**config.mk**
```make
export PLATFORM = sky130hd
export DESIGN_NAME = bsc_fifo
export DESIGN_NICKNAME = d
export VERILOG_FILES = /design/src/rtl/bsc_pkg.sv /design/src/rtl/bsc_fifo.sv
export SDC_FILE = /design/constraint.sdc
export NUM_CORES = 1
export LEC_CHECK = 0
export BUFFER_PORTS_ARGS = -buffer_cell sky130_fd_sc_hd__buf_4
export CAP_MARGIN = 20
export CELL_PAD_IN_SITES_DETAIL_PLACEMENT = 1
export CELL_PAD_IN_SITES_GLOBAL_PLACEMENT = 2
export CORE_AREA = 4 4 263 265
export CTS_CLUSTER_SIZE = 12
export DETAILED_ROUTE_END_ITERATION = 16
export DIE_AREA = 0 0 267 269
export PLACE_DENSITY_LB_ADDON = 0.15
export SETUP_SLACK_MARGIN = 0.15
export SLEW_MARGIN = 20
export SYNTH_ARGS = -nofsm -noshare
export SYNTH_HDL_FRONTEND = slang
export SYNTH_SLANG_ARGS = --single-unit
```
**constraint.sdc**
```tcl
create_clock -name clk -period 5.69 [get_ports clk]
set_clock_uncertainty 0.1 [all_clocks]
set_input_delay 0.2845 -clock clk [delete_from_list [all_inputs] [get_ports clk]]
set_output_delay 0.2845 -clock clk [all_outputs]
set_load 0.03 [all_outputs]
```
**src/rtl/bsc_pkg.sv**
```systemverilog
package bsc_pkg;

	typedef struct packed {
		logic [47:0] temp_cal;
		logic [47:0] press_a;
		logic [47:0] press_b;
		logic [47:0] press_c;
	} cal_t;

	typedef struct packed {
		logic [23:0] tcent;
		logic [31:0] tfine;
		logic        zero;
	} meta_t;

	typedef struct packed {
		meta_t       meta;
		logic [63:0] num;
		logic [63:0] adiv;
	} job_t;

	typedef enum logic [1:0] {
		REG_TEMP    = 2'd0,
		REG_PRESS_A = 2'd1,
		REG_PRESS_B = 2'd2,
		REG_PRESS_C = 2'd3
	} reg_idx_t;

	localparam logic [32:0] TEMP_OFFSET = 33'd128000;
	localparam logic [11:0] DIV_SCALE   = 12'd3125;
	localparam logic [20:0] PRESS_BASE  = 21'd1048576;
	localparam logic [31:0] TEMP_ROUND  = 32'd128;
	localparam logic [63:0] ONE_Q47     = 64'h0000_8000_0000_0000;

endpackage

```
**src/rtl/bsc_fifo.sv**
```systemverilog
module bsc_fifo import bsc_pkg::*; #(
	parameter int DEPTH = 4
) (
	input  logic clk,
	input  logic arst_n,
	input  logic push,
	input  job_t din,
	output logic full,
	input  logic pop,
	output job_t dout,
	output logic not_empty
);

	localparam int PW = (DEPTH > 1) ? $clog2(DEPTH) : 1;
	localparam int CW = $clog2(DEPTH + 1);

	job_t          mem_q [DEPTH];
	logic [PW-1:0] wr_ptr_q;
	logic [PW-1:0] rd_ptr_q;
	logic [CW-1:0] count_q;

	assign full      = (count_q == CW'(DEPTH));
	assign not_empty = (count_q != '0);
	assign dout      = mem_q[rd_ptr_q];

	always_ff @(posedge clk) begin
		if (push) begin
			mem_q[wr_ptr_q] <= din;
		end
	end

	always_ff @(posedge clk or negedge arst_n) begin
		if (!arst_n) begin
			wr_ptr_q <= '0;
			rd_ptr_q <= '0;
			count_q  <= '0;
		end else begin
			if (push) begin
				wr_ptr_q <= (wr_ptr_q == PW'(DEPTH - 1)) ? '0 : wr_ptr_q + PW'(1);
			end
			if (pop) begin
				rd_ptr_q <= (rd_ptr_q == PW'(DEPTH - 1)) ? '0 : rd_ptr_q + PW'(1);
			end
			if (push && !pop) begin
				count_q <= count_q + CW'(1);
			end else if (pop && !push) begin
				count_q <= count_q - CW'(1);
			end
		end
	end

	a_count_bound: assert property (@(posedge clk) disable iff (!arst_n)
		count_q <= CW'(DEPTH)) else $error("queue count beyond depth");
	a_no_underflow: assert property (@(posedge clk) disable iff (!arst_n)
		pop |-> count_q != '0) else $error("pop from empty queue");
	a_no_overflow: assert property (@(posedge clk) disable iff (!arst_n)
		push |-> count_q != CW'(DEPTH)) else $error("push into full queue");
	a_count_up: assert property (@(posedge clk) disable iff (!arst_n)
		(push && !pop) |=> count_q == $past(count_q) + CW'(1))
		else $error("queue count not incremented");

endmodule

```
==> results of run 1 <==
placed cells by master, fill, tap and decap left out:
cell type | synthesis | final
buf_4 | 0 | 380
xnor2_1 | 1 | 1
clkinvlp_4 | 0 | 1
buf_12 | 0 | 8
clkinv_1 | 0 | 21
or3_1 | 1 | 1
mux2_2 | 3 | 3
dfrtp_1 | 7 | 5
diode_2 | 0 | 5
buf_16 | 0 | 1
clkinv_2 | 0 | 11
ha_1 | 6 | 6
dfrtp_4 | 0 | 2
nand2_1 | 2 | 2
inv_1 | 4 | 4
dlygate4sd3_1 | 0 | 189
edfxtp_1 | 740 | 740
and2_4 | 0 | 4
nor2_1 | 3 | 3
clkbuf_16 | 0 | 83
nor3b_1 | 1 | 1
o21ai_0 | 2 | 2
inv_6 | 0 | 3
clkbuf_1 | 5 | 21
bufinv_16 | 0 | 5
mux4_2 | 185 | 185
fa_1 | 1 | 1
xor2_1 | 2 | 2
stage by stage:
step	utilization, %	area, µm²
after floorplan	-	27100
after detailed placement	46.3	30900
after global routing	52.9	35300
after global placement	46.3	30900
final	52.9	35300
after CTS	52.8	35300
sequential cells by signal, summed over array words and instances, names as in the netlist:
name and cells:
count_q 3, mem_q 740, wr_ptr_q 2, rd_ptr_q 2
worst max-delay path, cell delays in order, from the launching register on:
cell	delay, ps
dfrtp_4	1050
buf_12	460
mux4_2	480
buf_4	200
final timing paths:
kind	from	end	slack (ps)	cells after the start
max	rd_ptr_q[1]	dout[56]	2270	3
min	din[146]	mem_q[1][146]	330	2
max reg2reg	wr_ptr_q[0]	mem_q[2][104]	3110	4
min reg2reg	count_q[2]	count_q[2]	400	1
max in group asynchronous	arst_n	rd_ptr_q[0]	4600	3
min in group asynchronous	arst_n	wr_ptr_q[1]	590	3
Yosys cell counts:
master | instances | share of area [%]
mux4_2 | 185 | 15
or3_1 | 1 | 0.023
nor3b_1 | 1 | 0.028
and2_1 | 4 | 0.092
buf_6 | 16 | 0.66
nor2_1 | 3 | 0.042
ha_1 | 6 | 0.28
fa_1 | 1 | 0.074
edfxtp_1 | 740 | 82
clkbuf_1 | 5 | 0.069
xor2_1 | 2 | 0.065
dfrtp_1 | 7 | 0.65
xnor2_1 | 1 | 0.032
nand2_1 | 2 | 0.028
inv_1 | 4 | 0.055
buf_2 | 21 | 0.39
mux2_2 | 3 | 0.12
o21ai_0 | 2 | 0.037
metal layers:
layer | vias to the layer above | part of all wire (%)
met5 | - | 0.022
met4 | 2 | 1.9
met3 | 80 | 6.8
met2 | 328 | 50
met1 | 6732 | 41
li1 | 5622 | -
layout make-up:
class	count	area [µm²]	area share, %
diodes	5	12.5	0.0354
clock buffers	104	2160	6.10
clock inverters	41	318	0.900
inverters	4	15.0	0.0425
multi-input cells	211	4400	12.5
flip-flops and latches	747	22400	63.4
well taps	873	1090	3.09
repair buffers	578	4930	14.0
power by group through the flow:
| stage | registers (mW) | clock network (mW) | logic (mW) |
|---|---|---|---|
| 5_1_grt | 7.50 | 5.34 | 6.88 |
| 6_report | 7.41 | 4.91 | 6.49 |
| 3_3_place_gp | 7.50 | 0 | 6.52 |
| 4_1_cts | 7.45 | 5.08 | 6.65 |
| 3_5_place_dp | 7.56 | 0 | 6.51 |
| 2_1_floorplan | 7.45 | 0 | 4.39 |
repair_timing:
item / 4_1_cts / 5_1_grt
endpoints found under the hold margin: 751 / 0
setup buffers: 0 / 0
hold buffers: 189 / 0
cells by family after synthesis:
logic type | after synthesis | synth area share, %
compound gates | 2 | 0.0369
simple gates | 11 | 0.212
flops | 747 | 82.6
buf+inv | 46 | 1.18
mux | 188 | 15.5
fa+ha+maj | 7 | 0.351
xor+xnor | 3 | 0.0970
==> out/qor.csv, run 1 <==
stage,metric,value,unit
timing,Final Hold Slack,327,ps
detailed_routing,final wirelength,59900,µm
clock_tree,Root Buffer,clkbuf_16,
worst_setup_path,crit-path max FO,92,
floorplanning,I/O Pins,376,
timing,number of setup violations in the final report,0,
final_layout,Post-Layout Cell Count,2563,
pwr,total power,18.8,mW
detailed_routing,via count,12800,
clock_tree,Clock Path Buffers,3,
pwr,P per Cell Area,533,nW/µm²
logic_synthesis,"Seq/Total Area, Yosys",82.6,%
timing,final worst slack,2270,ps
placement,GP Congestion,0.677,
pwr,sequential power share,39.4,%
timing,Hold Fails Final Rpt,0,
logic_synthesis,Synth warnings,0,
global_route,largest net degree at the start of global routing,102,
floorplanning,die area,71800,µm²
logic_synthesis,"flops & latches, synth",747,
final_layout,fin nets,1820,
floorplanning,Die Height,269,µm
logic_synthesis,Netlist cell types,18,
timing,setup TNS,0,ps
global_route,met2 Use GR,27.4,%
timing,fin. max-slew vios,0,
worst_setup_path,CP Launch Type,flop,
floorplanning,initial cell density of the core,40.6,%
pwr,Leak Pwr,12.1,nW
worst_setup_path,arrival time worst endpoint,3030,ps
logic_synthesis,Mapped Nets,1200,
hold_path,Hold Crit Class,in2reg,
global_route,met3 usage,4.82,%
global_route,total grt overflow,0,
final_layout,fill cell count,5845,
pwr,Internal Power,12.6,mW
global_route,initial antenna violation count,6,
floorplanning,core box area,66800,µm²
clock_tree,"Reg clk slew, reported paths",60,ps
detailed_routing,starting DRC count in detailed routing,797,
clock_tree,total CTS buffers,82,
pwr,Logic pwr share,34.5,%
global_route,Total GRT Usage,16.7,%
pwr,Clock power frac,26.1,%
global_route,vias in the first global route,14300,
global_route,GR peak layer,met2,
placement,HPWL Detailed,35400,µm
clock_tree,CTS tree,yes,
timing,Final Cycle Share,60.0,%
worst_setup_path,critical path endpoint category,primary output,
timing,Worst Max-Slew Pin Slew,994,ps
floorplanning,Rows,95,
timing,RSZ-0062 raised after global routing,no,
floorplanning,Die Width,267,µm
detailed_routing,DRC violations left,0,
final_layout,share of layout cells above drive strength 1,40.7,%
pwr,Max VDD drop,0.295,mV
detailed_routing,DR pass1 iterations,4,
placement,Setup WS pre-CTS,2780,ps
job,max-cap violations,0,
pwr,switching share of power,33.1,%
placement,dpl cells,2223,
placement,IO Port Bufs,375,
pwr,sw power,6.22,mW
timing,fmax,0.293,GHz
timing,Slew headroom,33.8,%
worst_setup_path,Required @ worst endpoint,5310,ps
detailed_routing,Final ANT Viol Nets,0,
global_route,first-pass GRT wire length,89700,µm
logic_synthesis,post-synthesis cell count,1004,
outcome,status,completed,
logic_synthesis,Avg Synthesized Cell Area,27.0,µm²
final_layout,Area Overhead vs Synth,30.3,%
clock_tree,CTS H-Tree Depth,3,
logic_synthesis,mapped cell area,27100,µm²
worst_setup_path,crit path kind,reg2out,
detailed_routing,Via density,4.98,
detailed_routing,routed wire length per instance,23.4,µm
clock_tree,post-CTS resize count,0,
clock_tree,clk sinks,747,
global_route,M1 GR Usage,22.0,%
clock_tree,worst skew pair latency,600,ps
timing,minimum clock period,3420,ps
No activity file was read; power rests on OpenSTA's default activity.
==> run 2, diff against run 1 <==
ABC_AREA = 1   (was default)
CORE_AREA = 4 4 278 280   (was 4 4 263 265)
DIE_AREA = 0 0 282 284   (was 0 0 267 269)
clock period = 3.4 ns   (was 5.69 ns; I/O delays follow)
==> run 2 against run 1 <==
Effect of this change: clock power is 66% higher; flip-flop and latch count stayed put; via count is 46% higher; highest routed layer unchanged; largest cell class unchanged; routed wire length is 23% higher; critical endpoint is now dout[37]; final area is 7.1% higher; die area is 12% higher; global-route usage is 1.7 points higher; hold slack worse by 120 ps.
==> out/qor.csv, run 2 <==
stage,metric,value,unit,change
outcome,status,completed,,
logic_synthesis,ys flop type,edfxtp_1,,
placement,HPWL Detailed,43500,µm,+23%
final_layout,most frequent cells in the layout,"740 x edfxtp_1, 567 x nand2_1, 386 x buf_4",,
floorplanning,Die Width,282,µm,+5.6%
logic_synthesis,number of synthesized flops with an enable pin,740,,unchanged
global_route,largest net degree at the start of global routing,116,,+14%
final_layout,fill cell count,7496,,+28%
clock_tree,total CTS buffers,81,,-1.2%
logic_synthesis,post-synthesis cell count,2212,,+120%
worst_setup_path,arrival time worst endpoint,2620,ps,-410 ps
detailed_routing,via count,18600,,+46%
floorplanning,die area,80100,µm²,+12%
hold_path,worst hold start,din[180],,
placement,IO Port Bufs,375,,unchanged
timing,minimum clock period,2890,ps,
final_layout,fin nets,2964,,+63%
logic_synthesis,Synth area leader,edfxtp_1,,
clock_tree,CTS tree,yes,,
worst_setup_path,flop2flop setup slack,1120,ps,-1990 ps
worst_setup_path,Required @ worst endpoint,3130,ps,-2180 ps
floorplanning,Rows,100,,+5.3%
pwr,Leak Pwr,15.1,nW,+25%
clock_tree,"Reg clk slew, reported paths",60,ps,about the same
clock_tree,Clock Path Buffers,3,,unchanged
job,max-cap violations,0,,unchanged
detailed_routing,top sig layer,met5,,
worst_setup_path,crit path kind,reg2out,,
logic_synthesis,Commonest cells post-synth,"740 x edfxtp_1, 571 x nand2_1, 381 x inv_1, 370 x o211ai_1, 54 x buf_2",,
clock_tree,Root Buffer,clkbuf_16,,
timing,fmax,0.346,GHz,
logic_synthesis,Synth warnings,0,,unchanged
worst_setup_path,crit-path max FO,98,,+6.5%
floorplanning,I/O Pins,376,,unchanged
global_route,initial antenna violation count,11,,+5
clock_tree,worst skew pair latency,600,ps,about the same
timing,RSZ-0062 raised after global routing,no,,
global_route,vias in the first global route,19900,,+40%
timing,setup TNS,0,ps,unchanged
timing,Slew headroom,41.0,%,+7.3 points
detailed_routing,DR pass1 iterations,5,,+1
logic_synthesis,Post-synth ARST share,0.937,%,unchanged
floorplanning,core box area,74400,µm²,+11%
logic_synthesis,Avg Synthesized Cell Area,13.5,µm²,-50%
hold_path,hold path depth,2,,unchanged
pwr,P per Cell Area,875,nW/µm²,+64%
logic_synthesis,mapped cell area,29800,µm²,+9.9%
worst_setup_path,worst reg2reg path endpoint,mem_q[3][100],,
logic_synthesis,Area contributors post-synth,"edfxtp_1 75%, o211ai_1 9.3%, nand2_1 7.2%",,
final_layout,Largest register FFs,740,,unchanged
final_layout,"commonest non-fill, non-tap cell in the layout",edfxtp_1,,
final_layout,Post-Layout Cell Count,3807,,+49%
worst_setup_path,start of the worst register-to-register path,wr_ptr_q[0],,
logic_synthesis,Mapped Nets,2408,,+100%
detailed_routing,Met1 Wirelength,29900,µm,+22%
clock_tree,CTS H-Tree Depth,3,,unchanged
global_route,first-pass GRT wire length,113000,µm,+26%
final_layout,share of layout cells above drive strength 1,18.4,%,-22 points
logic_synthesis,"flops & latches, synth",747,,unchanged
detailed_routing,DRC violations left,0,,unchanged
worst_setup_path,CP Launch Type,flop,,
logic_synthesis,"Seq/Total Area, Yosys",75.2,%,-7.4 points
worst_setup_path,number of cells on the worst reg-to-reg path,4,,unchanged
detailed_routing,routed wire length per instance,19.4,µm,-17%
clock_tree,clk sinks,747,,unchanged
clock_tree,post-CTS resize count,0,,unchanged
logic_synthesis,share of the synthesized area in the top cell type,74.6,%,-7.4 points
timing,Hold Fails Final Rpt,0,,unchanged
detailed_routing,starting DRC count in detailed routing,994,,+25%
final_layout,Area Overhead vs Synth,27.0,%,
global_route,Total GRT Usage,18.3,%,+1.7 points
logic_synthesis,most common cell in the synthesized netlist,edfxtp_1,,
hold_path,Hold Crit Class,in2reg,,
placement,dpl cells,3465,,+56%
pwr,Max VDD drop,0.611,mV,+110%
timing,number of setup violations in the final report,0,,unchanged
floorplanning,Die Height,284,µm,+5.6%
detailed_routing,met2 WL,38800,µm,+29%
detailed_routing,total length of routed met3 wires,3590,µm,-12%
worst_setup_path,critical path endpoint category,primary output,,
global_route,total grt overflow,0,,unchanged
placement,GP Congestion,0.726,,+7.1%
timing,Final Cycle Share,85.1,%,
detailed_routing,final wirelength,73800,µm,+23%
detailed_routing,Via density,4.89,,-1.7%
floorplanning,initial cell density of the core,40.0,%,-0.58 points
detailed_routing,Final ANT Viol Nets,0,,unchanged
timing,fin. max-slew vios,0,,unchanged
hold_path,Hold Path End,mem_q[0][180],,
timing,Worst Max-Slew Pin Slew,885,ps,-109 ps
logic_synthesis,Netlist cell types,18,,unchanged
final_layout,Top reg by flops,mem_q,,
final_layout,Top Registers,"mem_q x740, count_q x3",,
## run 2: changes by cell type after synthesis, sizes merged, moves of 2 or more
cell,delta
o21ai,+2
buf,+65
mux2,-3
clkbuf,+16
xor2,-2
o211ai,+370
and2,-4
mux4,-185
inv,+379
nand2,+569
## run 2: final cells by class
type                            count  area (µm²)  area share, %
Multi-Input combinational cell    959        5090           13.5
Sequential cell                   747       22400           59.2
Clock inverter                     40         293          0.774
Timing Repair Buffer              596        5210           13.8
Inverter                          383        1470           3.87
Antenna cell                        8        20.0         0.0529
Tap cell                          969        1210           3.20
Clock buffer                      105        2140           5.65
## run 2: cells by family after synthesis
| kind of cell | after synthesis | share of synthesized area, % |
|---|---|---|
| flip-flops | 747 | 75.2 |
| adder cells (fa/ha/maj) | 7 | 0.319 |
| XOR/XNOR | 1 | 0.0294 |
| buffers and inverters | 506 | 7.75 |
| AND/OR/NAND/NOR | 577 | 7.29 |
| AO/OA/AOI/OAI | 374 | 9.40 |
## run 2: critical path, stage by stage (launching register included)
cell and delay [ps]:
dfrtp_1 450, inv_8 500, buf_4 530, nand2_1 110, o211ai_1 140, nand2_1 80, buf_4 170
## run 2: timing repair
item	4_1_cts	5_1_grt
buffers inserted	0	0
hold buffers	189	0
endpoints found under the setup margin	0	0
hold endpoints to repair	753	0
## run 2: worst max path at each step
stage           startpoint            end
6_report       rd_ptr_q[0]       dout[37]
3_5_place_dp   wr_ptr_q[0]  mem_q[3][110]
4_1_cts        rd_ptr_q[0]       dout[37]
3_3_place_gp   wr_ptr_q[0]  mem_q[3][107]
5_1_grt        rd_ptr_q[0]       dout[63]
2_1_floorplan  wr_ptr_q[0]    mem_q[0][0]
## run 2: per-layer routing
metal / track usage (%) / up-vias
li1: - / 8865
met1: 21.8 / 9332
met2: 33.5 / 328
met3: 3.96 / 100
met4: 4.87 / 6
met5: 0 / -
## run 2: through the flow
stage / utilization, % / instance area, µm² / setup slack (ps) / hold WS (ps) / power [mW]
after floorplan: - / 29800 / -520 / -226 / 20.5
after global placement: 45.0 / 33500 / 1050 / -106 / 25.0
after detailed placement: 45.0 / 33500 / 1060 / -103 / 25.3
after CTS: 50.8 / 37800 / 429 / 156 / 33.7
after global routing: 50.8 / 37800 / 271 / 180 / 35.0
final: 50.8 / 37800 / 506 / 207 / 33.1
## run 2: power breakdown
| part | total [mW] | switching, mW | internal, mW | leakage (nW) |
|---|---|---|---|---|
| combinational | 12.8 | 8.83 | 3.99 | 7.00 |
| sequential | 12.1 | 0.344 | 11.8 | 6.88 |
| clock | 8.14 | 3.42 | 4.72 | 1.18 |
